<file path="src/rtl/core/etl_pkg.sv">
`timescale 1ns / 1ps
`default_nettype none
// ----------------------------------------------------------------------------
// Event threshold limiter package
// Shared types and constants: control word layout, sequencer steps, branch
// conditions, table entry layout and configuration register indexes.
// ----------------------------------------------------------------------------
package etl_pkg;

    localparam int unsigned KEY_W     = 10;
    localparam int unsigned TIME_W    = 32;
    localparam int unsigned PERIOD_W  = 24;
    localparam int unsigned COUNT_W   = 16;
    localparam int unsigned CFG_IDX_W = 2;
    localparam int unsigned J_W       = 5;

    localparam logic [PERIOD_W-1:0] MAX_LIMIT_DEFAULT = 24'd86400;
    localparam logic [COUNT_W-1:0]  EVENT_COUNT_DEFAULT = 16'd1;

    // Key reduction runs two steps: the quotient first, then the remainder.
    localparam logic [J_W-1:0] J_KEY_START = 5'd1;
    localparam logic [J_W-1:0] J_DIV_START = 5'(TIME_W - 1);

    localparam logic [CFG_IDX_W-1:0] CFG_THRESHOLD   = 2'd0;
    localparam logic [CFG_IDX_W-1:0] CFG_LIMIT       = 2'd1;
    localparam logic [CFG_IDX_W-1:0] CFG_MAX_LIMIT   = 2'd2;
    localparam logic [CFG_IDX_W-1:0] CFG_EVENT_COUNT = 2'd3;

    typedef enum logic [3:0] {
        ST_CLEAR,
        ST_IDLE,
        ST_DECODE,
        ST_KRED,
        ST_EV_RD,
        ST_EV_LOAD,
        ST_DIV,
        ST_EV_UPD,
        ST_TICK,
        ST_SCAN_RD,
        ST_SCAN_CHK,
        ST_EMIT
    } step_t;

    typedef enum logic [2:0] {
        COND_ALWAYS,
        COND_IN_FIRE,
        COND_OP_TICK,
        COND_J_ZERO,
        COND_CTR_LAST,
        COND_THR_ON,
        COND_SLOT_FREE
    } cond_t;

    typedef enum logic [1:0] {
        WR_NONE,
        WR_ZERO,
        WR_EXPIRE,
        WR_EVENT
    } wr_mode_t;

    typedef enum logic {
        ADDR_CTR,
        ADDR_KEY
    } addr_sel_t;

    typedef enum logic [1:0] {
        J_HOLD,
        J_KEY,
        J_DIV,
        J_DEC
    } j_op_t;

    typedef enum logic [1:0] {
        CTR_HOLD,
        CTR_ZERO,
        CTR_INC
    } ctr_op_t;

    // Datapath controls carried by one microcode word.
    typedef struct packed {
        logic      in_ready;
        logic      mem_rd;
        wr_mode_t  wr_mode;
        addr_sel_t addr_sel;
        j_op_t     j_op;
        ctr_op_t   ctr_op;
        logic      kred;
        logic      ld_entry;
        logic      div_step;
        logic      sec_inc;
        logic      emit;
    } ctl_t;

    typedef struct packed {
        cond_t cond;
        step_t t_true;
        step_t t_false;
        ctl_t  ctl;
    } ucode_t;

    // Status returned by the datapath for branch decisions.
    typedef struct packed {
        logic in_fire;
        logic op_tick;
        logic j_zero;
        logic ctr_last;
        logic thr_on;
        logic slot_free;
    } flags_t;

    typedef struct packed {
        logic [TIME_W-1:0] count;
        logic [TIME_W-1:0] deadline;
        logic              timed;
    } entry_t;

endpackage
`default_nettype wire

</file>
<file path="src/rtl/core/etl_sequencer.sv">
`timescale 1ns / 1ps
`default_nettype none
// ----------------------------------------------------------------------------
// Event threshold limiter sequencer
// Step counter and control store. Each step issues one control word and
// branches to one of two successors on a selected datapath condition.
// ----------------------------------------------------------------------------
module etl_sequencer
    import etl_pkg::*;
(
    input  wire logic   clk,
    input  wire logic   rst_n,
    input  wire flags_t flags,
    output ctl_t        ctl
);

    step_t  step_reg;
    step_t  step_next;
    ucode_t word;
    logic   cond_true;

    // Control store.
    always_comb
    begin
        word = '0;
        word.cond = COND_ALWAYS;
        word.t_true = ST_IDLE;
        word.t_false = ST_IDLE;
        word.ctl.wr_mode = WR_NONE;
        word.ctl.addr_sel = ADDR_CTR;
        word.ctl.j_op = J_HOLD;
        word.ctl.ctr_op = CTR_HOLD;
        unique case (step_reg)
            ST_CLEAR:
            begin
                word.ctl.wr_mode = WR_ZERO;
                word.ctl.ctr_op = CTR_INC;
                word.cond = COND_CTR_LAST;
                word.t_true = ST_IDLE;
                word.t_false = ST_CLEAR;
            end
            ST_IDLE:
            begin
                word.ctl.in_ready = 1'b1;
                word.cond = COND_IN_FIRE;
                word.t_true = ST_DECODE;
                word.t_false = ST_IDLE;
            end
            ST_DECODE:
            begin
                word.ctl.j_op = J_KEY;
                word.cond = COND_OP_TICK;
                word.t_true = ST_TICK;
                word.t_false = ST_KRED;
            end
            ST_KRED:
            begin
                word.ctl.kred = 1'b1;
                word.ctl.j_op = J_DEC;
                word.cond = COND_J_ZERO;
                word.t_true = ST_EV_RD;
                word.t_false = ST_KRED;
            end
            ST_EV_RD:
            begin
                word.ctl.mem_rd = 1'b1;
                word.ctl.addr_sel = ADDR_KEY;
                word.t_true = ST_EV_LOAD;
                word.t_false = ST_EV_LOAD;
            end
            ST_EV_LOAD:
            begin
                word.ctl.ld_entry = 1'b1;
                word.ctl.j_op = J_DIV;
                word.cond = COND_THR_ON;
                word.t_true = ST_DIV;
                word.t_false = ST_EV_UPD;
            end
            ST_DIV:
            begin
                word.ctl.div_step = 1'b1;
                word.ctl.j_op = J_DEC;
                word.cond = COND_J_ZERO;
                word.t_true = ST_EV_UPD;
                word.t_false = ST_DIV;
            end
            ST_EV_UPD:
            begin
                word.ctl.wr_mode = WR_EVENT;
                word.ctl.addr_sel = ADDR_KEY;
                word.t_true = ST_EMIT;
                word.t_false = ST_EMIT;
            end
            ST_TICK:
            begin
                word.ctl.sec_inc = 1'b1;
                word.ctl.ctr_op = CTR_ZERO;
                word.t_true = ST_SCAN_RD;
                word.t_false = ST_SCAN_RD;
            end
            ST_SCAN_RD:
            begin
                word.ctl.mem_rd = 1'b1;
                word.t_true = ST_SCAN_CHK;
                word.t_false = ST_SCAN_CHK;
            end
            ST_SCAN_CHK:
            begin
                word.ctl.wr_mode = WR_EXPIRE;
                word.ctl.ctr_op = CTR_INC;
                word.cond = COND_CTR_LAST;
                word.t_true = ST_EMIT;
                word.t_false = ST_SCAN_RD;
            end
            ST_EMIT:
            begin
                word.ctl.emit = 1'b1;
                word.cond = COND_SLOT_FREE;
                word.t_true = ST_IDLE;
                word.t_false = ST_EMIT;
            end
            default:
            begin
                word.t_true = ST_IDLE;
                word.t_false = ST_IDLE;
            end
        endcase
    end

    always_comb
    begin
        unique case (word.cond)
            COND_ALWAYS:    cond_true = 1'b1;
            COND_IN_FIRE:   cond_true = flags.in_fire;
            COND_OP_TICK:   cond_true = flags.op_tick;
            COND_J_ZERO:    cond_true = flags.j_zero;
            COND_CTR_LAST:  cond_true = flags.ctr_last;
            COND_THR_ON:    cond_true = flags.thr_on;
            COND_SLOT_FREE: cond_true = flags.slot_free;
            default:        cond_true = 1'b1;
        endcase
        step_next = cond_true ? word.t_true : word.t_false;
    end

    always_ff @(posedge clk or negedge rst_n)
    begin
        if (!rst_n)
        begin
            step_reg <= ST_CLEAR;
        end
        else
        begin
            step_reg <= step_next;
        end
    end

    assign ctl = word.ctl;

endmodule
`default_nettype wire

</file>
<file path="config.mk">
export PLATFORM = sky130hd
export DESIGN_NAME = etl_sequencer
export DESIGN_NICKNAME = d
export VERILOG_FILES = /design/src/rtl/core/etl_pkg.sv /design/src/rtl/core/etl_sequencer.sv
export SDC_FILE = /design/constraint.sdc
export NUM_CORES = 1
export LEC_CHECK = 0
export ABC_AREA = 1
export BUFFER_PORTS_ARGS = -buffer_cell sky130_fd_sc_hd__buf_2
export CORE_AREA = 2 2 39 41
export CTS_CLUSTER_SIZE = 12
export DETAILED_ROUTE_END_ITERATION = 7
export DIE_AREA = 0 0 41 43
export GPL_TIMING_DRIVEN = 0
export HOLD_SLACK_MARGIN = 0.06
export PLACE_DENSITY = 0.73
export RECOVER_POWER = 25
export SKIP_LAST_GASP = 1
export SLEW_MARGIN = 5
export SYNTH_ARGS = -nofsm -noshare
export SYNTH_HDL_FRONTEND = slang
export SYNTH_SLANG_ARGS = --single-unit
</file>
<file path="constraint.sdc">
create_clock -name clk -period 2.3 [get_ports clk]
set_input_delay 0.115 -clock clk [delete_from_list [all_inputs] [get_ports clk]]
set_output_delay 0.115 -clock clk [all_outputs]
set_load 0.01 [all_outputs]
</file>
# Yosys cells after proc, flatten, opt, wreduce, memory -nomap -nowiden
# Cells that the tools add are included.
[totals]
output_inout_bits = 14
mem_count = 0
latchBits = 0
regBits = 4
inputBits = 8
romBits = 0
ram_bits = 0
[op_classes]
n_mux = 15
div_mod_pow = 0
n_reduce_logical = 5
n_eq_ne = 17
n_lt_le_gt_ge = 0
bitwise_logic = 0
addsub = 0
multipliers = 0
shifts = 0
[ops]
columns = ["cell", "n"]
rows = [
  ["8-bit one-hot mux with 12 select lines", 1],
  ["3-bit one-hot mux with 6 select lines", 1],
  ["4-bit by 3-bit == test with 1-bit output (second input constant)", 4],
  ["4-bit == test (second input constant)", 4],
  ["2-bit one-hot mux with 3 select lines", 2],
  ["3-bit == test (second input constant)", 3],
  ["4-bit by 2-bit == test with 1-bit output (second input constant)", 2],
  ["1-bit 2-to-1 mux", 8],
  ["2-bit OR reduction", 4],
  ["3-bit by 2-bit == test with 1-bit output (second input constant)", 2],
  ["1-bit one-hot mux with 6 select lines", 1],
  ["4-bit by 1-bit == test with 1-bit output (second input constant)", 1],
  ["4-bit logical NOT", 1],
  ["4-bit 2-to-1 mux", 1],
  ["2-bit one-hot mux with 2 select lines", 1],
  ["3-bit by 1-bit == test with 1-bit output (second input constant)", 1],
]

# Depth between registers and ports, before layout
# Gate-level depths: netlist of the first run.
[depth]
ltp_word = 6
mapped_depth = 8
ltp_nobuf = 8

# Least setup slack after synthesis of the first run
# No wires, ideal clock.
[synth_timing]
path_kind = "register -> register"
from = "register step_reg[3]"
to = "register step_reg[3]"
arrival_ps = 1153
t_required_ps = 2183
stages_incl_launch_ff = 9
n_path_buf = 0
setup_ps = 117
setup_slack_ps = 1030
cell_sequence = "dfrtp_1 inv_2 nor2_4 nand2_2 nand2_2 a21oi_4 nand3_2 nand2_1 nand2_1"
[synth_via]
elab_chain_cells = 6
word_cells_on_any_way = 24
cone_classes = "17 x eq/ne; 4 x mux; 3 x reduce/logical"
[synth_rtl]
columns = ["element", "line_no", "text"]
rows = [
  ["start, declared", "etl_sequencer.sv:17", "step_t step_reg;"],
  ["start signal, assigned", "etl_sequencer.sv:153", "step_reg <= step_next;"],
  ["4-bit == test, or another cell as far along", "etl_sequencer.sv:33", "unique case (step_reg)"],
  ["2-bit OR reduction (no line)", "-", ""],
  ["3-bit one-hot mux with 6 select lines", "etl_sequencer.sv:33", ""],
  ["3-bit == test, or another cell as far along", "etl_sequencer.sv:132", "unique case (word.cond)"],
  ["1-bit one-hot mux with 6 select lines", "etl_sequencer.sv:132", ""],
  ["4-bit 2-to-1 mux *", "etl_sequencer.sv:142", "step_next = cond_true ? word.t_true : word.t_false;"],
  ["named net step_next[3]", "etl_sequencer.sv:18", "step_t step_next;"],
]
# The timed path passes the listed nets; every way through them passes the cells marked *.

==> flow_summary.ini, run 1 <==
[clock_network]
clkLatencyLatePin_ns = 0.23
cts_tree = done
cts.clk_slew.worst_paths_ns = 0.04
cts_made_buffers = 3
cts_sinks = 4
h-tree-depth = 1
cts_root_buffer = clkbuf_4
cts_buffer_depth = 2

[floorplanning]
die_h_um = 43
chipWidth_um = 41
die_area_sq_um = 1760
rows = 14
io_pins = 22
start_util_pct = 37.3
coreArea_sq_um = 1380

[power]
power_density_nw_per_um2 = 1450
p_total_mw = 0.969
cellLeakagePower_nw = 0.429
ir_drop_mv = 0.717

[setup_path]
cp-end-kind = output pin
cp_max_fo = 5
criticalPathCategory = reg2out
cp-start-kind = flip-flop
arrival_ns = 1.40
cp.required_ns = 2.18

[synthesis]
syn_area_sq_um = 515
synth_cells = 83
syn_area_per_cell_sq_um = 6.21
synth_commonest_cells = 25 x nand2_1, 10 x inv_1, 7 x nand2_2, 7 x nand3_1
post-synth-top-count-cell = nand2_1
synth_warnings = 0
synth_enable_flop_cells = 0
yosysSeqAreaShare_pct = 19.4
synth_top_area_share_pct = 19.4
ys_types = 17
synthArstFlopShare_pct = 100
synth_largest_area_cell = dfrtp_1
ys.flop_type = dfrtp_1
yosys-top-cells-area = dfrtp_1 19%, nand2_1 18%, nand2_2 8.5%
syn-num-nets = 91
synth_seq_cells = 4

[route]
vias = 594
dr.pass1.iters = 4
wl_met1_um = 600
wirelength_um = 1300
drc = 0
postRouteAntennaNets = 0
dr.first_iter.drc_count = 16
via_per_inst = 4.79
wire_per_inst_um = 10.4
dr_wl_met2_um = 630
top_layer = met3
wl_met3_um = 64

[sta]
max_freq_ghz = 0.662
hold_violations = 0
setup_viol = 0
final.period_utilization_pct = 65.7
fin_crit_ns = 1.51
worst_pin_slew_ns = 0.295
slew_headroom_pct = 80.2
finalSetupTns_ns = 0
rsz0062_at_grt = false
report.final.slew_viol_count = 0
fin_skew_ns = 0.00169

[final_layout]
area_growth_pct = 29.9
diodes = 0
layout-drive-gt1-share_pct = 43.5
largest_register_ffs = 4
nets = 118

[worst_hold_path]
hp-class = in2reg

[placement]
place_hpwl_um = 1030
port_buffers = 21
gp_congestion = 0.781

[status]
status = finished clean

[global_route]
grt_pass1_wl_um = 2060
grt_use_total_pct = 17.3
grt_max_degree = 8
grt_pass1_vias = 570
antenna_found_initial = 0
overflow = 0

[run]
cap_viol_max_count = 0
-- cell usage in the layout, fill, tap and decap left out, types with 4 or more instances in the layout --
| master | instances |
|---|---|
| nor2_2 | 4 |
| nor2_1 | 4 |
| nand4_1 | 5 |
| inv_1 | 10 |
| buf_2 | 20 |
| inv_2 | 5 |
| nand2_2 | 7 |
| nand3_1 | 7 |
| dfrtp_1 | 4 |
| nand2_1 | 25 |
-- kinds of logic after synthesis --
kind of cell | share of synthesized area, %
AND/OR/NAND/NOR | 58.7
buffers and inverters | 12.4
AO/OA/AOI/OAI | 9.47
flip-flops | 19.4
-- final timing paths --
check / from / endpoint / slack, ns / cells after the start
max: step_reg[1] / ctl[6] / 0.79 / 5
min: flags[2] / step_reg[1] / 0.23 / 4
max reg2reg: step_reg[1] / step_reg[0] / 0.82 / 7
min reg2reg: step_reg[3] / step_reg[2] / 0.75 / 3
max in group asynchronous: rst_n / step_reg[2] / 1.88 / 2
min in group asynchronous: rst_n / step_reg[3] / 0.25 / 2
-- where the power goes --
group / leakage (nW) / internal [mW] / total, mW / switching (mW)
sequential: 0.0506 / 0.105 / 0.166 / 0.0619
clock: 0.0138 / 0.0581 / 0.0834 / 0.0253
combinational: 0.364 / 0.257 / 0.719 / 0.462
total: 0.429 / 0.420 / 0.969 / 0.549
-- layout make-up --
class / instances / area [sq um]
Buffer: 1 / 7.51
Clock buffer: 3 / 22.5
Fill cell: 144 / 714
Inverter: 15 / 56.3
Multi-Input combinational cell: 63 / 349
Sequential cell: 4 / 100
Tap cell: 16 / 20.0
Timing Repair Buffer: 22 / 114
-- worst max-delay path, cell delays in order (launching register included) --
cell and delay, ns:
dfrtp_1 0.45, inv_2 0.08, nor2_1 0.25, nand2_2 0.14
nand2_2 0.11, buf_2 0.13
-- stage by stage --
step	setup slack (ns)	area [sq um]	cells	util, %	hold slack, ns
finish	0.790	669	124	48.4	0.226
detailed placement	0.891	641	120	46.3	-0.0804
CTS	0.783	673	124	48.6	0.205
floorplan	1.03	515	83	-	-0.181
global route	0.665	669	124	48.4	0.222
global placement	0.917	641	120	46.3	-0.0817
-- what timing repair did --
item,4_1_cts,5_1_grt
resized for setup,0,0
buffers inserted,0,0
hold buffers,1,0
endpoints found under the hold margin,4,0
-- per-layer routing --
metal / up-vias / track usage (%)
met4: 0 / 10.7
met5: - / 0
met2: 16 / 26.9
li1: 313 / -
met1: 265 / 20.0
met3: 0 / 4.19
Note: power is estimated with default switching activity, not from simulation.
==> run 2: changes to the inputs <==
Clock period 2.3 ns to 1.5 ns, I/O delays scaled along.
==> run 2 against run 1 <==
  * Sequential share of layout area grew 0.46 points
  * Via count unchanged
  * Routed wire length rose by 3.3%
  * Worst hold slack worse by 0.043 ns
  * Sequential power increased by 67%
  * Clock power is 53% higher
  * Cell count unchanged
  * Die area unchanged
  * Critical path type is now reg2reg
  * Largest cell class unchanged
==> flow_summary.ini, run 2 (synthesis results as in run 1) <==
[placement]
dpl.cell_count = 120
place_hpwl_um = 1030
gp_congestion = 0.781
port_buffers = 21

[setup_path]
ff2ff_path_depth = 8
cp-end-kind = flip-flop
cp_max_fo = 7
cp-start-kind = flip-flop
criticalPathCategory = reg2reg
reg2reg_to = step_reg[0]
r2r_slack_ns = 0.08
arrival_ns = 1.53
reg2reg_from = step_reg[0]
cp.required_ns = 1.61

[route]
dr.first_iter.drc_count = 11
vias = 594
via_per_inst = 4.79
dr.pass1.iters = 4
wirelength_um = 1340
postRouteAntennaNets = 0
wire_per_inst_um = 10.8
drc = 0

[power]
clkPwrFrac_pct = 8.4
intPower_mw = 0.663
p_sw_share_pct = 56.4
ir_drop_mv = 1.17
pwr-share-seq_pct = 18.3
cellLeakagePower_nw = 0.424
switching_power_mw = 0.858
p_total_mw = 1.52
power_density_nw_per_um2 = 2230
comb_power_share_pct = 73.3

[global_route]
grt_pass1_wl_um = 2060
grt_max_degree = 8
antenna_found_initial = 0
grt_use_total_pct = 17.3
grt_pass1_vias = 570
overflow = 0

[clock_network]
cts_root_buffer = clkbuf_4
cts_sinks = 4
cts.clk_slew.worst_paths_ns = 0.04
clkLatencyLatePin_ns = 0.23
h-tree-depth = 1
cts_tree = done
cts_buffer_depth = 2
cts_made_buffers = 3

[floorplanning]
coreArea_sq_um = 1380
start_util_pct = 37.3
rows = 14
die_h_um = 43
die_area_sq_um = 1760
chipWidth_um = 41
io_pins = 22

[sta]
hold_violations = 0
finalSetupTns_ns = 0
report.final.slew_viol_count = 0
final.period_utilization_pct = 94.4
max_freq_ghz = 0.706
setup_viol = 0
worst_pin_slew_ns = 0.254
fin_crit_ns = 1.42
slew_headroom_pct = 83.0
rsz0062_at_grt = true
fin_skew_ns = 0.00170

[worst_hold_path]
hp-start = flags[2]
hold_path_depth = 4
hold-path-endpoint = step_reg[1]
hp-class = in2reg

[final_layout]
nets = 118
fin_cells = 124
layout_common_cells = 25 x nand2_1, 20 x buf_2, 10 x inv_1
diodes = 0
layout-drive-gt1-share_pct = 48.1
largest_register_ffs = 4
fin_util_pct = 49.3
final_common_cell = nand2_1
area_growth_pct = 32.3

[run]
cap_viol_max_count = 0

[status]
status = finished clean
## run 2: cell count changes in the layout (fill, tap and decap cells not counted)
cell     before  now
nor2_4        3    4
dfrtp_1       4    0
nor2_1        4    3
dfrtp_2       0    4
## run 2: how the worst max path moves through the flow
stage           startpoint          end  slack (ns)  cells past startpoint
5_1_grt        step_reg[3]       ctl[5]      -0.009                      6
6_report       step_reg[0]  step_reg[0]        0.08                      8
3_5_place_dp   step_reg[0]  step_reg[3]        0.09                      8
2_1_floorplan  step_reg[3]  step_reg[3]        0.23                      8
4_1_cts        step_reg[3]       ctl[5]        0.02                      6
3_3_place_gp   step_reg[0]  step_reg[2]        0.12                      8
## run 2: repair_timing
item | 4_1_cts | 5_1_grt
hold endpoints to repair | 4 | 0
buffers inserted | 0 | 0
hold buffers | 1 | 0
resized for setup | 0 | 5
setup endpoints to repair | 0 | 8
## run 2: per-layer routing
| metal | wire, um | vias to the layer above | track usage, % |
|---|---|---|---|
| met5 | 0 | - | 0 |
| met4 | 0 | 0 | 10.7 |
| met3 | 63 | 0 | 4.19 |
| met2 | 672 | 16 | 26.9 |
| met1 | 603 | 263 | 20.0 |
| li1 | - | 315 | - |
## run 2: critical path, stage by stage (launching register included)
cell and delay (ns):
dfrtp_2 0.47, nand2_2 0.13, inv_2 0.07, nand3_1 0.08, nand3_1 0.08, nor2_2 0.19, nand3_2 0.14, nand2_1 0.09
nand2_1 0.05
## run 2: final cells by class
type | count | area (sq um)
well taps | 16 | 20.0
inverters | 15 | 56.3
fillers | 144 | 702
flip-flops and latches | 4 | 105
clock buffers | 3 | 22.5
multi-input cells | 63 | 357
plain buffers | 1 | 7.51
repair buffers | 22 | 114
## run 2: power groups by stage
stage | clock [mW] | sequential (mW) | combinational [mW]
CTS | 0.138 | 0.256 | 1.10
detailed placement | 0 | 0.257 | 1.09
floorplan | 0 | 0.240 | 0.818
global route | 0.146 | 0.287 | 1.24
global placement | 0 | 0.254 | 1.08
finish | 0.128 | 0.278 | 1.11
## run 2: per-stage QoR
step	cell area [sq um]	hold WS (ns)	setup WS, ns
after global routing	682	0.178	-0.00925
after global placement	641	-0.122	0.117
after floorplan	515	-0.221	0.230
final	682	0.183	0.0843
after CTS	673	0.165	0.0233
after detailed placement	641	-0.120	0.0911
