File: src/rtl/core/etl_pkg.sv
`timescale 1ns / 1ps
`default_nettype none
// ----------------------------------------------------------------------------
// Event threshold limiter package
// Shared types and constants: control word layout, sequencer steps, branch
// conditions, table entry layout and configuration register indexes.
// ----------------------------------------------------------------------------
package etl_pkg;

    localparam int unsigned KEY_W     = 10;
    localparam int unsigned TIME_W    = 32;
    localparam int unsigned PERIOD_W  = 24;
    localparam int unsigned COUNT_W   = 16;
    localparam int unsigned CFG_IDX_W = 2;
    localparam int unsigned J_W       = 5;

    localparam logic [PERIOD_W-1:0] MAX_LIMIT_DEFAULT = 24'd86400;
    localparam logic [COUNT_W-1:0]  EVENT_COUNT_DEFAULT = 16'd1;

    // Key reduction runs two steps: the quotient first, then the remainder.
    localparam logic [J_W-1:0] J_KEY_START = 5'd1;
    localparam logic [J_W-1:0] J_DIV_START = 5'(TIME_W - 1);

    localparam logic [CFG_IDX_W-1:0] CFG_THRESHOLD   = 2'd0;
    localparam logic [CFG_IDX_W-1:0] CFG_LIMIT       = 2'd1;
    localparam logic [CFG_IDX_W-1:0] CFG_MAX_LIMIT   = 2'd2;
    localparam logic [CFG_IDX_W-1:0] CFG_EVENT_COUNT = 2'd3;

    typedef enum logic [3:0] {
        ST_CLEAR,
        ST_IDLE,
        ST_DECODE,
        ST_KRED,
        ST_EV_RD,
        ST_EV_LOAD,
        ST_DIV,
        ST_EV_UPD,
        ST_TICK,
        ST_SCAN_RD,
        ST_SCAN_CHK,
        ST_EMIT
    } step_t;

    typedef enum logic [2:0] {
        COND_ALWAYS,
        COND_IN_FIRE,
        COND_OP_TICK,
        COND_J_ZERO,
        COND_CTR_LAST,
        COND_THR_ON,
        COND_SLOT_FREE
    } cond_t;

    typedef enum logic [1:0] {
        WR_NONE,
        WR_ZERO,
        WR_EXPIRE,
        WR_EVENT
    } wr_mode_t;

    typedef enum logic {
        ADDR_CTR,
        ADDR_KEY
    } addr_sel_t;

    typedef enum logic [1:0] {
        J_HOLD,
        J_KEY,
        J_DIV,
        J_DEC
    } j_op_t;

    typedef enum logic [1:0] {
        CTR_HOLD,
        CTR_ZERO,
        CTR_INC
    } ctr_op_t;

    // Datapath controls carried by one microcode word.
    typedef struct packed {
        logic      in_ready;
        logic      mem_rd;
        wr_mode_t  wr_mode;
        addr_sel_t addr_sel;
        j_op_t     j_op;
        ctr_op_t   ctr_op;
        logic      kred;
        logic      ld_entry;
        logic      div_step;
        logic      sec_inc;
        logic      emit;
    } ctl_t;

    typedef struct packed {
        cond_t cond;
        step_t t_true;
        step_t t_false;
        ctl_t  ctl;
    } ucode_t;

    // Status returned by the datapath for branch decisions.
    typedef struct packed {
        logic in_fire;
        logic op_tick;
        logic j_zero;
        logic ctr_last;
        logic thr_on;
        logic slot_free;
    } flags_t;

    typedef struct packed {
        logic [TIME_W-1:0] count;
        logic [TIME_W-1:0] deadline;
        logic              timed;
    } entry_t;

endpackage
`default_nettype wire

File: src/rtl/core/etl_datapath.sv
`timescale 1ns / 1ps
`default_nettype none
// ----------------------------------------------------------------------------
// Event threshold limiter datapath
// Configuration registers, seconds counter, key reduction and count modulo
// units, entry update logic and the output register.
// ----------------------------------------------------------------------------
module etl_datapath
    import etl_pkg::*;
#(
    parameter int unsigned KEYS = 1024,
    localparam int unsigned AW = $clog2(KEYS)
)
(
    input  wire logic                 clk,
    input  wire logic                 rst_n,
    input  wire ctl_t                 ctl,
    output flags_t                    flags,
    input  wire logic                 in_valid,
    input  wire logic                 operation,
    input  wire logic [KEY_W-1:0]     key_index,
    input  wire logic                 cfg_valid,
    input  wire logic [CFG_IDX_W-1:0] cfg_index,
    input  wire logic [PERIOD_W-1:0]  cfg_data,
    input  wire logic                 out_ready,
    output logic                      out_valid,
    output logic                      forward,
    output logic                      is_event,
    output logic                      tbl_wr_en,
    output logic                      tbl_rd_en,
    output logic [AW-1:0]             tbl_addr,
    output entry_t                    tbl_wdata,
    input  wire entry_t               tbl_rdata
);

    // Reciprocal of KEYS, exact for every key_index value.
    localparam int unsigned RECIP_SHIFT = KEY_W + AW;
    localparam int unsigned KEY_RECIP   = ((32'd1 << RECIP_SHIFT) + KEYS - 1) / KEYS;

    logic [PERIOD_W-1:0] thr_reg;
    logic [PERIOD_W-1:0] lim_reg;
    logic [PERIOD_W-1:0] max_reg;
    logic [COUNT_W-1:0]  count_cfg_reg;

    logic [TIME_W-1:0]   seconds_reg;
    logic                op_reg;
    logic [KEY_W-1:0]    rem_reg;
    logic [KEY_W-1:0]    quo_reg;
    logic [J_W-1:0]      j_reg;
    logic [AW-1:0]       ctr_reg;
    logic [TIME_W-1:0]   cnt_reg;
    logic [TIME_W-1:0]   dl_reg;
    logic                timed_reg;
    logic [COUNT_W-1:0]  divr_reg;
    logic                fwd_reg;
    logic                out_valid_reg;
    logic                forward_reg;
    logic                is_event_reg;

    logic                in_fire;
    logic                slot_free;
    logic [COUNT_W-1:0]  n_eff;
    logic [TIME_W-1:0]   n_ext;
    logic [TIME_W-1:0]   rem_ext;
    logic [TIME_W-1:0]   kred_prod;
    logic [TIME_W-1:0]   kred_back;
    logic [KEY_W-1:0]    quo_calc;
    logic [KEY_W-1:0]    rem_calc;
    logic [COUNT_W:0]    div_shift;
    logic [COUNT_W:0]    div_n;
    logic [TIME_W-1:0]   rd_count_inc;

    logic                thr_on;
    logic                lim_on;
    logic                mod_zero;
    logic                c_is1;
    logic                c_isn;
    logic                c_gtn;
    logic                lim_stage;
    logic                arm;
    logic                fwd_calc;
    logic [PERIOD_W-1:0] period;
    logic [PERIOD_W-1:0] period_eff;
    logic [TIME_W-1:0]   new_dl;

    assign in_fire   = in_valid && ctl.in_ready;
    assign slot_free = !out_valid_reg || out_ready;
    assign thr_on    = thr_reg != '0;
    assign lim_on    = lim_reg != '0;
    assign n_eff     = (count_cfg_reg == '0) ? COUNT_W'(1) : count_cfg_reg;
    assign n_ext     = TIME_W'(n_eff);

    assign flags.in_fire   = in_fire;
    assign flags.op_tick   = op_reg;
    assign flags.j_zero    = j_reg == '0;
    assign flags.ctr_last  = ctr_reg == AW'(KEYS - 1);
    assign flags.thr_on    = thr_on;
    assign flags.slot_free = slot_free;

    // Key reduction by reciprocal multiplication: the quotient in the first
    // step, the remainder in the second.
    assign rem_ext   = TIME_W'(rem_reg);
    assign kred_prod = rem_ext * TIME_W'(KEY_RECIP);
    assign quo_calc  = KEY_W'(kred_prod >> RECIP_SHIFT);
    assign kred_back = TIME_W'(quo_reg) * TIME_W'(KEYS);
    assign rem_calc  = KEY_W'(rem_ext - kred_back);

    // Count modulo the count setting, one dividend bit per step.
    assign div_shift = {divr_reg, cnt_reg[j_reg]};
    assign div_n     = {1'b0, n_eff};

    assign rd_count_inc = (tbl_rdata.count == '1) ? tbl_rdata.count : tbl_rdata.count + 1'b1;

    // Entry update decision. When several deadlines are armed for one event,
    // the last one in the rule order wins, hence the priority below.
    always_comb
    begin
        mod_zero  = divr_reg == '0;
        c_is1     = cnt_reg == TIME_W'(1);
        c_isn     = cnt_reg == n_ext;
        c_gtn     = cnt_reg > n_ext;
        lim_stage = lim_on && (!thr_on || mod_zero);
        arm       = 1'b1;
        period    = '0;
        priority if (lim_stage && c_isn)
        begin
            period = lim_reg;
        end
        else if (lim_stage && c_is1)
        begin
            period = max_reg;
        end
        else if (thr_on && c_is1)
        begin
            period = thr_reg;
        end
        else
        begin
            arm = 1'b0;
        end
        period_eff = (period == '0) ? PERIOD_W'(1) : period;
        new_dl     = seconds_reg + TIME_W'(period_eff);
        priority if (thr_on)
        begin
            fwd_calc = mod_zero && (!lim_on || !c_gtn);
        end
        else if (lim_on)
        begin
            fwd_calc = !c_gtn;
        end
        else
        begin
            fwd_calc = 1'b1;
        end
    end

    always_comb
    begin
        tbl_rd_en = ctl.mem_rd;
        tbl_addr  = (ctl.addr_sel == ADDR_KEY) ? AW'(rem_reg) : ctr_reg;
        tbl_wr_en = 1'b0;
        tbl_wdata = '0;
        unique case (ctl.wr_mode)
            WR_NONE:
            begin
                tbl_wr_en = 1'b0;
            end
            WR_ZERO:
            begin
                tbl_wr_en = 1'b1;
            end
            WR_EXPIRE:
            begin
                tbl_wr_en = tbl_rdata.timed && (tbl_rdata.deadline == seconds_reg);
            end
            WR_EVENT:
            begin
                tbl_wr_en          = 1'b1;
                tbl_wdata.count    = cnt_reg;
                tbl_wdata.deadline = arm ? new_dl : dl_reg;
                tbl_wdata.timed    = arm || timed_reg;
            end
        endcase
    end

    // Configuration, counters and output register.
    always_ff @(posedge clk or negedge rst_n)
    begin
        if (!rst_n)
        begin
            thr_reg       <= '0;
            lim_reg       <= '0;
            max_reg       <= MAX_LIMIT_DEFAULT;
            count_cfg_reg <= EVENT_COUNT_DEFAULT;
            seconds_reg   <= '0;
            j_reg         <= '0;
            ctr_reg       <= '0;
            out_valid_reg <= 1'b0;
        end
        else
        begin
            if (cfg_valid)
            begin
                unique case (cfg_index)
                    CFG_THRESHOLD:   thr_reg <= cfg_data;
                    CFG_LIMIT:       lim_reg <= cfg_data;
                    CFG_MAX_LIMIT:   max_reg <= cfg_data;
                    CFG_EVENT_COUNT: count_cfg_reg <= cfg_data[COUNT_W-1:0];
                endcase
            end
            if (ctl.sec_inc)
            begin
                seconds_reg <= seconds_reg + 1'b1;
            end
            unique case (ctl.j_op)
                J_HOLD: j_reg <= j_reg;
                J_KEY:  j_reg <= J_KEY_START;
                J_DIV:  j_reg <= J_DIV_START;
                J_DEC:  j_reg <= j_reg - 1'b1;
            endcase
            unique case (ctl.ctr_op)
                CTR_ZERO: ctr_reg <= '0;
                CTR_INC:  ctr_reg <= ctr_reg + 1'b1;
                default:  ctr_reg <= ctr_reg;
            endcase
            if (ctl.emit && slot_free)
            begin
                out_valid_reg <= 1'b1;
            end
            else if (out_ready)
            begin
                out_valid_reg <= 1'b0;
            end
        end
    end

    // Working registers of the current word.
    always_ff @(posedge clk)
    begin
        if (in_fire)
        begin
            op_reg  <= operation;
            rem_reg <= key_index;
        end
        if (ctl.kred && (j_reg != '0))
        begin
            quo_reg <= quo_calc;
        end
        if (ctl.kred && (j_reg == '0))
        begin
            rem_reg <= rem_calc;
        end
        if (ctl.ld_entry)
        begin
            cnt_reg   <= rd_count_inc;
            dl_reg    <= tbl_rdata.deadline;
            timed_reg <= tbl_rdata.timed;
            divr_reg  <= '0;
        end
        if (ctl.div_step)
        begin
            divr_reg <= (div_shift >= div_n) ? COUNT_W'(div_shift - div_n)
                                             : div_shift[COUNT_W-1:0];
        end
        if (ctl.wr_mode == WR_EVENT)
        begin
            fwd_reg <= fwd_calc;
        end
        if (ctl.sec_inc)
        begin
            fwd_reg <= 1'b0;
        end
        if (ctl.emit && slot_free)
        begin
            forward_reg  <= fwd_reg;
            is_event_reg <= !op_reg;
        end
    end

    assign out_valid = out_valid_reg;
    assign forward   = forward_reg;
    assign is_event  = is_event_reg;

endmodule
`default_nettype wire

File: config.mk
export PLATFORM = sky130hd
export DESIGN_NAME = etl_datapath
export DESIGN_NICKNAME = d
export VERILOG_FILES = /design/src/rtl/core/etl_pkg.sv /design/src/rtl/core/etl_datapath.sv
export SDC_FILE = /design/constraint.sdc
export NUM_CORES = 1
export LEC_CHECK = 0
export ABC_CLOCK_PERIOD_IN_PS = 9900
export BUFFER_PORTS_ARGS = -buffer_cell sky130_fd_sc_hd__buf_2
export CAP_MARGIN = 20
export CORE_AREA = 2 2 151 153
export DETAILED_ROUTE_END_ITERATION = 8
export DIE_AREA = 0 0 153 155
export PLACE_DENSITY = 0.94
export SETUP_SLACK_MARGIN = 0.2
export SYNTH_ARGS = -nofsm -noshare
export SYNTH_HDL_FRONTEND = slang
export SYNTH_SLANG_ARGS = --single-unit
File: constraint.sdc
create_clock -name clk -period 9.9 [get_ports clk]
set_input_delay 0.99 -clock clk [delete_from_list [all_inputs] [get_ports clk]]
set_output_delay 0.99 -clock clk [all_outputs]
set_load 0.1 [all_outputs]
# Word level (Yosys, flattened, before mapping)
# Cells that the tools add are included.
# Widths: inputs -> output; s select.
[totals] register_bits=231 latch_bits=0 ramBits=0 rom_bits=0 inputBits=121 out_inout_bits=86 word_cells=105 mem_count=0
[classes] addsub=6 n_mul=0 div=0 n_lt_le_gt_ge=3 n_eq_ne=16 n_shift=0 muxes=25 bitwise=1 reduce_logical=37
[ops] cell="$mux 24" n=4
[ops] cell="$mux 65" n=1
[ops] cell="$add 32x1->32 const B" n=2
[ops] cell="$mux 16" n=4
[ops] cell="$mux 32" n=2
[ops] cell="$reduce_bool 24->1" n=2
[ops] cell="$add 32x24->32" n=1
[ops] cell="$eq 32x1->1 const B" n=1
[ops] cell="$eq 32x16->1" n=1
[ops] cell="$eq 32x32->1" n=1
[ops] cell="$eq 32x32->1 const B" n=1
[ops] cell="$gt 32x16->1" n=1
[ops] cell="$logic_not 16->1" n=2
[ops] cell="$logic_not 24->1" n=1
[ops] cell="$mux 10" n=2
[ops] cell="$pmux 10 s2" n=1
[ops] cell="$ge 17x16->1" n=1
[ops] cell="$sub 16x16->16" n=1
[ops] cell="$pmux 5 s3" n=1
[ops] cell="$eq 2x2->1 const B" n=7
[ops] cell="$add 10x1->10 const B" n=1
[ops] cell="$eq 10x10->1 const B" n=1
[ops] cell="$reduce_and 2->1" n=5
[ops] cell="$logic_and 1x1->1" n=9
[ops] cell="13 further kinds" n=35

# Depth between registers and ports, before layout
[logic_depth] ltp_word=12 ltp_mapped=27 depth_no_buf=24

# Worst setup path before layout
# Ideal clock, no wire load.
[synth_path] kind="register to output" start="reg count_cfg_reg[1]" end="out tbl_wdata[27] (netlist name)" t_arrival_ns=7.055 required_time_ns=8.910 slack_ns=1.855 stages_incl_launch_ff=28 path_buffers=3 cell_sequence="dfrtp_1 nor4_1 a41o_1 ha_1 nand4_1 or4_1 nor2_1 and3_1 buf_2 buf_2 buf_2 nand2_1 o21ai_0 nor4_1 nand4_1 o21bai_1 ha_1 fa_1 a211oi_1 o21a_1 o211ai_1 a41oi_1 o21ai_1 nand4_1 a21oi_2 o21bai_1 xor2_1 a211oi_1"
[synth_rtl] element="from (decl)" line="etl_datapath.sv:43" rtl="logic [COUNT_W-1:0] count_cfg_reg;"
[synth_rtl] element="from (signal assigned)" line="etl_datapath.sv:208" rtl="CFG_EVENT_COUNT: count_cfg_reg <= cfg_data[COUNT_W-1:0];"
[synth_rtl] element="to (decl)" line="etl_datapath.sv:32" rtl="output entry_t tbl_wdata,"

==> results.tsv <==
stage	metric	value	unit
routing	routed length per placed instance	21.0	µm
global_route	GR met3 Demand/Resource	6.18	%
floorplan	die width	153	µm
timing	final hold viol count	0	
yosys	Post-synth ARST share	58.9	%
timing	Peak Freq	125	MHz
global_route	initial antenna violation count	4	
placed_design	Detail Placement HPWL	27400	µm
timing	Clock Skew	0.0163	ns
clocking	Root Buffer	clkbuf_16	
yosys	largest area contributor in the netlist	dfrtp_1	
timing	hold_ws	0.438	ns
floorplan	starting density of the core	61.6	%
worst_setup_path	max incr delay on CP	0.52	ns
yosys	post-synthesis register bit count	231	
timing	max_slew headroom	37.0	%
flow_run	max capacitance violation total	0	
yosys	Post-synth EDFFs	94	
floorplan	Core ar.	22200	µm²
worst_setup_path	Buf+Inv Stages, Crit Path	2	
placed_design	RePlAce Congestion	0.945	
timing	final setup fails	0	
layout	proportion of layout cells with a drive suffix above 1	26.6	%
timing	RSZ-0062 raised after global routing	false	
yosys	Post-Synthesis Cells	1283	
clocking	CTS Buffer Depth	3	
power_and_ir_drop	static leakage	7.08	nW
clocking	number of post-CTS setup repair buffers	0	
worst_setup_path	Worst R2R Start	j_reg[0]$_DFFE_PN0P_	
clocking	CTS tree	done	
routing	ANT nets after route	0	
run_status	status	completed	
timing	period utilization	80.7	%
timing	setup_tns	0	ns
routing	vias per cell	6.31	
placed_design	placed instance area	14900	µm²
worst_setup_path	Crit path required time	8.91	ns
yosys	Yosys warnings	0	
yosys	Seq/Total Area, Yosys	45.7	%
worst_setup_path	worst-path fanout max	50	
worst_setup_path	CP Launch Point	count_cfg_reg[1]$_DFFE_PN0P_	
clocking	Clock transition at path regs	0.06	ns
worst_hold_path	Hold/Removal Path Class	flip-flop to flip-flop	
routing	via count	11200	
power_and_ir_drop	VDD IR max	0.118	mV
floorplan	DIE AREA	23700	µm²
worst_setup_path	startpoint types	flip-flop	
global_route	first-pass GRT wire length	59000	µm
global_route	GRT Util Overall	31.1	%
clocking	clock sink total	231	
yosys	Post-Syn Nets	1467	
timing	worst slew pin tran	0.945	ns
clocking	CTS Buf Count	25	
clocking	clock latency on the worst-skew pair	0.52	ns
placed_design	Port Buf Inserts	204	
worst_hold_path	Worst Min Path Start	fwd_reg$_SDFFE_PP0P_	
clocking	# hold bufs at CTS	0	
yosys	synth unique cells	71	
layout	Finished Cell Area	15800	µm²
worst_setup_path	crit path DAT	7.00	ns
worst_setup_path	Setup Crit Path Kind	flip-flop to primary output	
routing	Initial DRT Pass Iterations	7	
routing	DRT Wirelength	37400	µm
yosys	Post-synth top cells	dfrtp_1 (130), nand2_1 (130), mux2_2 (100)	
floorplan	# IOs	207	
routing	Initial DRC Count	1098	
global_route	vias in the first global route	11100	
global_route	routing usage on met1	40.6	%
global_route	largest net degree at the start of global routing	70	
layout	area grow syn2layout	15.2	%
clocking	CTS H-tree depth	1	
yosys	Mapped Area	13700	µm²
layout	Nets	1658	
yosys	Yosys top cell area share	23.8	%
global_route	Most Used Layer, Global Route	met2	
routing	DRC Markers	0	
worst_setup_path	Top Family by Delay on Critical Path	simple AND/OR/NAND/NOR gates	
timing	post-layout min period	7.99	ns
global_route	met2 Use GR	52.0	%
power_and_ir_drop	pwr dens	202	nW/µm²
worst_setup_path	crit end category	primary output	
worst_setup_path	crit-path cells	nor4_1, a41o_1, ha_1, nand4_1, or4_1, nor2_1, and3_1, buf_4, o21ai_0, nor4_1, nand4_1, o21bai_1, ha_1, a211oi_1, o21ai_2, a31oi_2, o31ai_2, o21ai_2, a21oi_4, a41oi_2, nor2b_4, or3_1, a311oi_1, buf_2	
yosys	syn_area_per_cell	10.7	µm²
yosys	synth top area cells	dfrtp_1 (24%), edfxtp_1 (21%), mux2_2 (8.2%), ha_1 (5.6%), xnor2_1 (5.5%)	
floorplan	row count	55	
yosys	top_reg_cell synth	dfrtp_1	
global_route	GRT overflow	0	
clocking	Post-CTS Resized	0	
worst_setup_path	critical path's slowest cell	or4_1	
floorplan	Die H	155	µm
timing	Max Slew Vio Count	0	
-- final cells by class --
cell class | count | area [µm²]
multi-input combinational | 966 | 7090
fill | 1505 | 6450
sequential | 231 | 6250
timing repair buffer | 215 | 1110
clock buffer | 37 | 778
tap | 285 | 357
inverter | 35 | 131
clock inverter | 8 | 47.5
antenna | 3 | 7.51
-- power by group --
| group | leakage (nW) | switching, mW | internal, mW |
|---|---|---|---|
| sequential | 2.61 | 0.156 | 1.16 |
| clock | 0.415 | 0.374 | 0.545 |
| combinational | 4.06 | 0.553 | 0.392 |
| total | 7.08 | 1.08 | 2.10 |
-- cell families after synthesis --
| family | count (synthesis) | share of synthesized area, % |
|---|---|---|
| compound gates | 220 | 10.7 |
| xor+xnor | 128 | 8.19 |
| fa+ha+maj | 63 | 5.87 |
| buf+inv | 86 | 2.60 |
| flops | 231 | 45.7 |
| mux | 123 | 10.8 |
| simple gates | 432 | 16.1 |
-- through the flow --
stage,utilization (%),instances,power (mW),setup slack (ns)
floorplan,-,1283,1.99,1.86
global placement,67.2,1731,2.20,2.69
detailed placement,67.2,1732,2.24,2.57
CTS,71.0,1777,3.18,2.04
global route,71.0,1779,3.33,1.54
finish,71.0,1780,3.18,1.91
-- worst paths after layout --
| path | slack (ns) | end | cells after the start |
|---|---|---|---|
| worst max-delay path | 1.91 | tbl_wdata[28] | 24 |
| worst min-delay path | 0.44 | forward$_DFFE_PP_ | 0 |
| worst max register to register | 5.03 | divr_reg[0]$_SDFFCE_PN0P_ | 14 |
| worst min register to register | 0.44 | forward$_DFFE_PP_ | 0 |
| max in group asynchronous | 7.87 | lim_reg[10]$_DFFE_PN0P_ | 2 |
| min in group asynchronous | 0.60 | ctr_reg[7]$_DFFE_PN0P_ | 1 |
-- cells in the final DEF, fill, tap and decap left out, drive strengths merged, types with 52 or more instances in the layout --
| cell type | instances |
|---|---|
| a21oi | 52 |
| buf | 215 |
| dfrtp | 130 |
| edfxtp | 94 |
| ha | 61 |
| mux2 | 100 |
| nand2 | 130 |
| nor2 | 61 |
| o21ai | 57 |
| xnor2 | 86 |
-- metal layers --
layer	vias up	routed length, µm
li1	5099	-
met1	5353	14700
met2	653	17700
met3	124	3490
met4	4	1480
met5	-	20
Note: power is estimated with default switching activity, not from simulation.
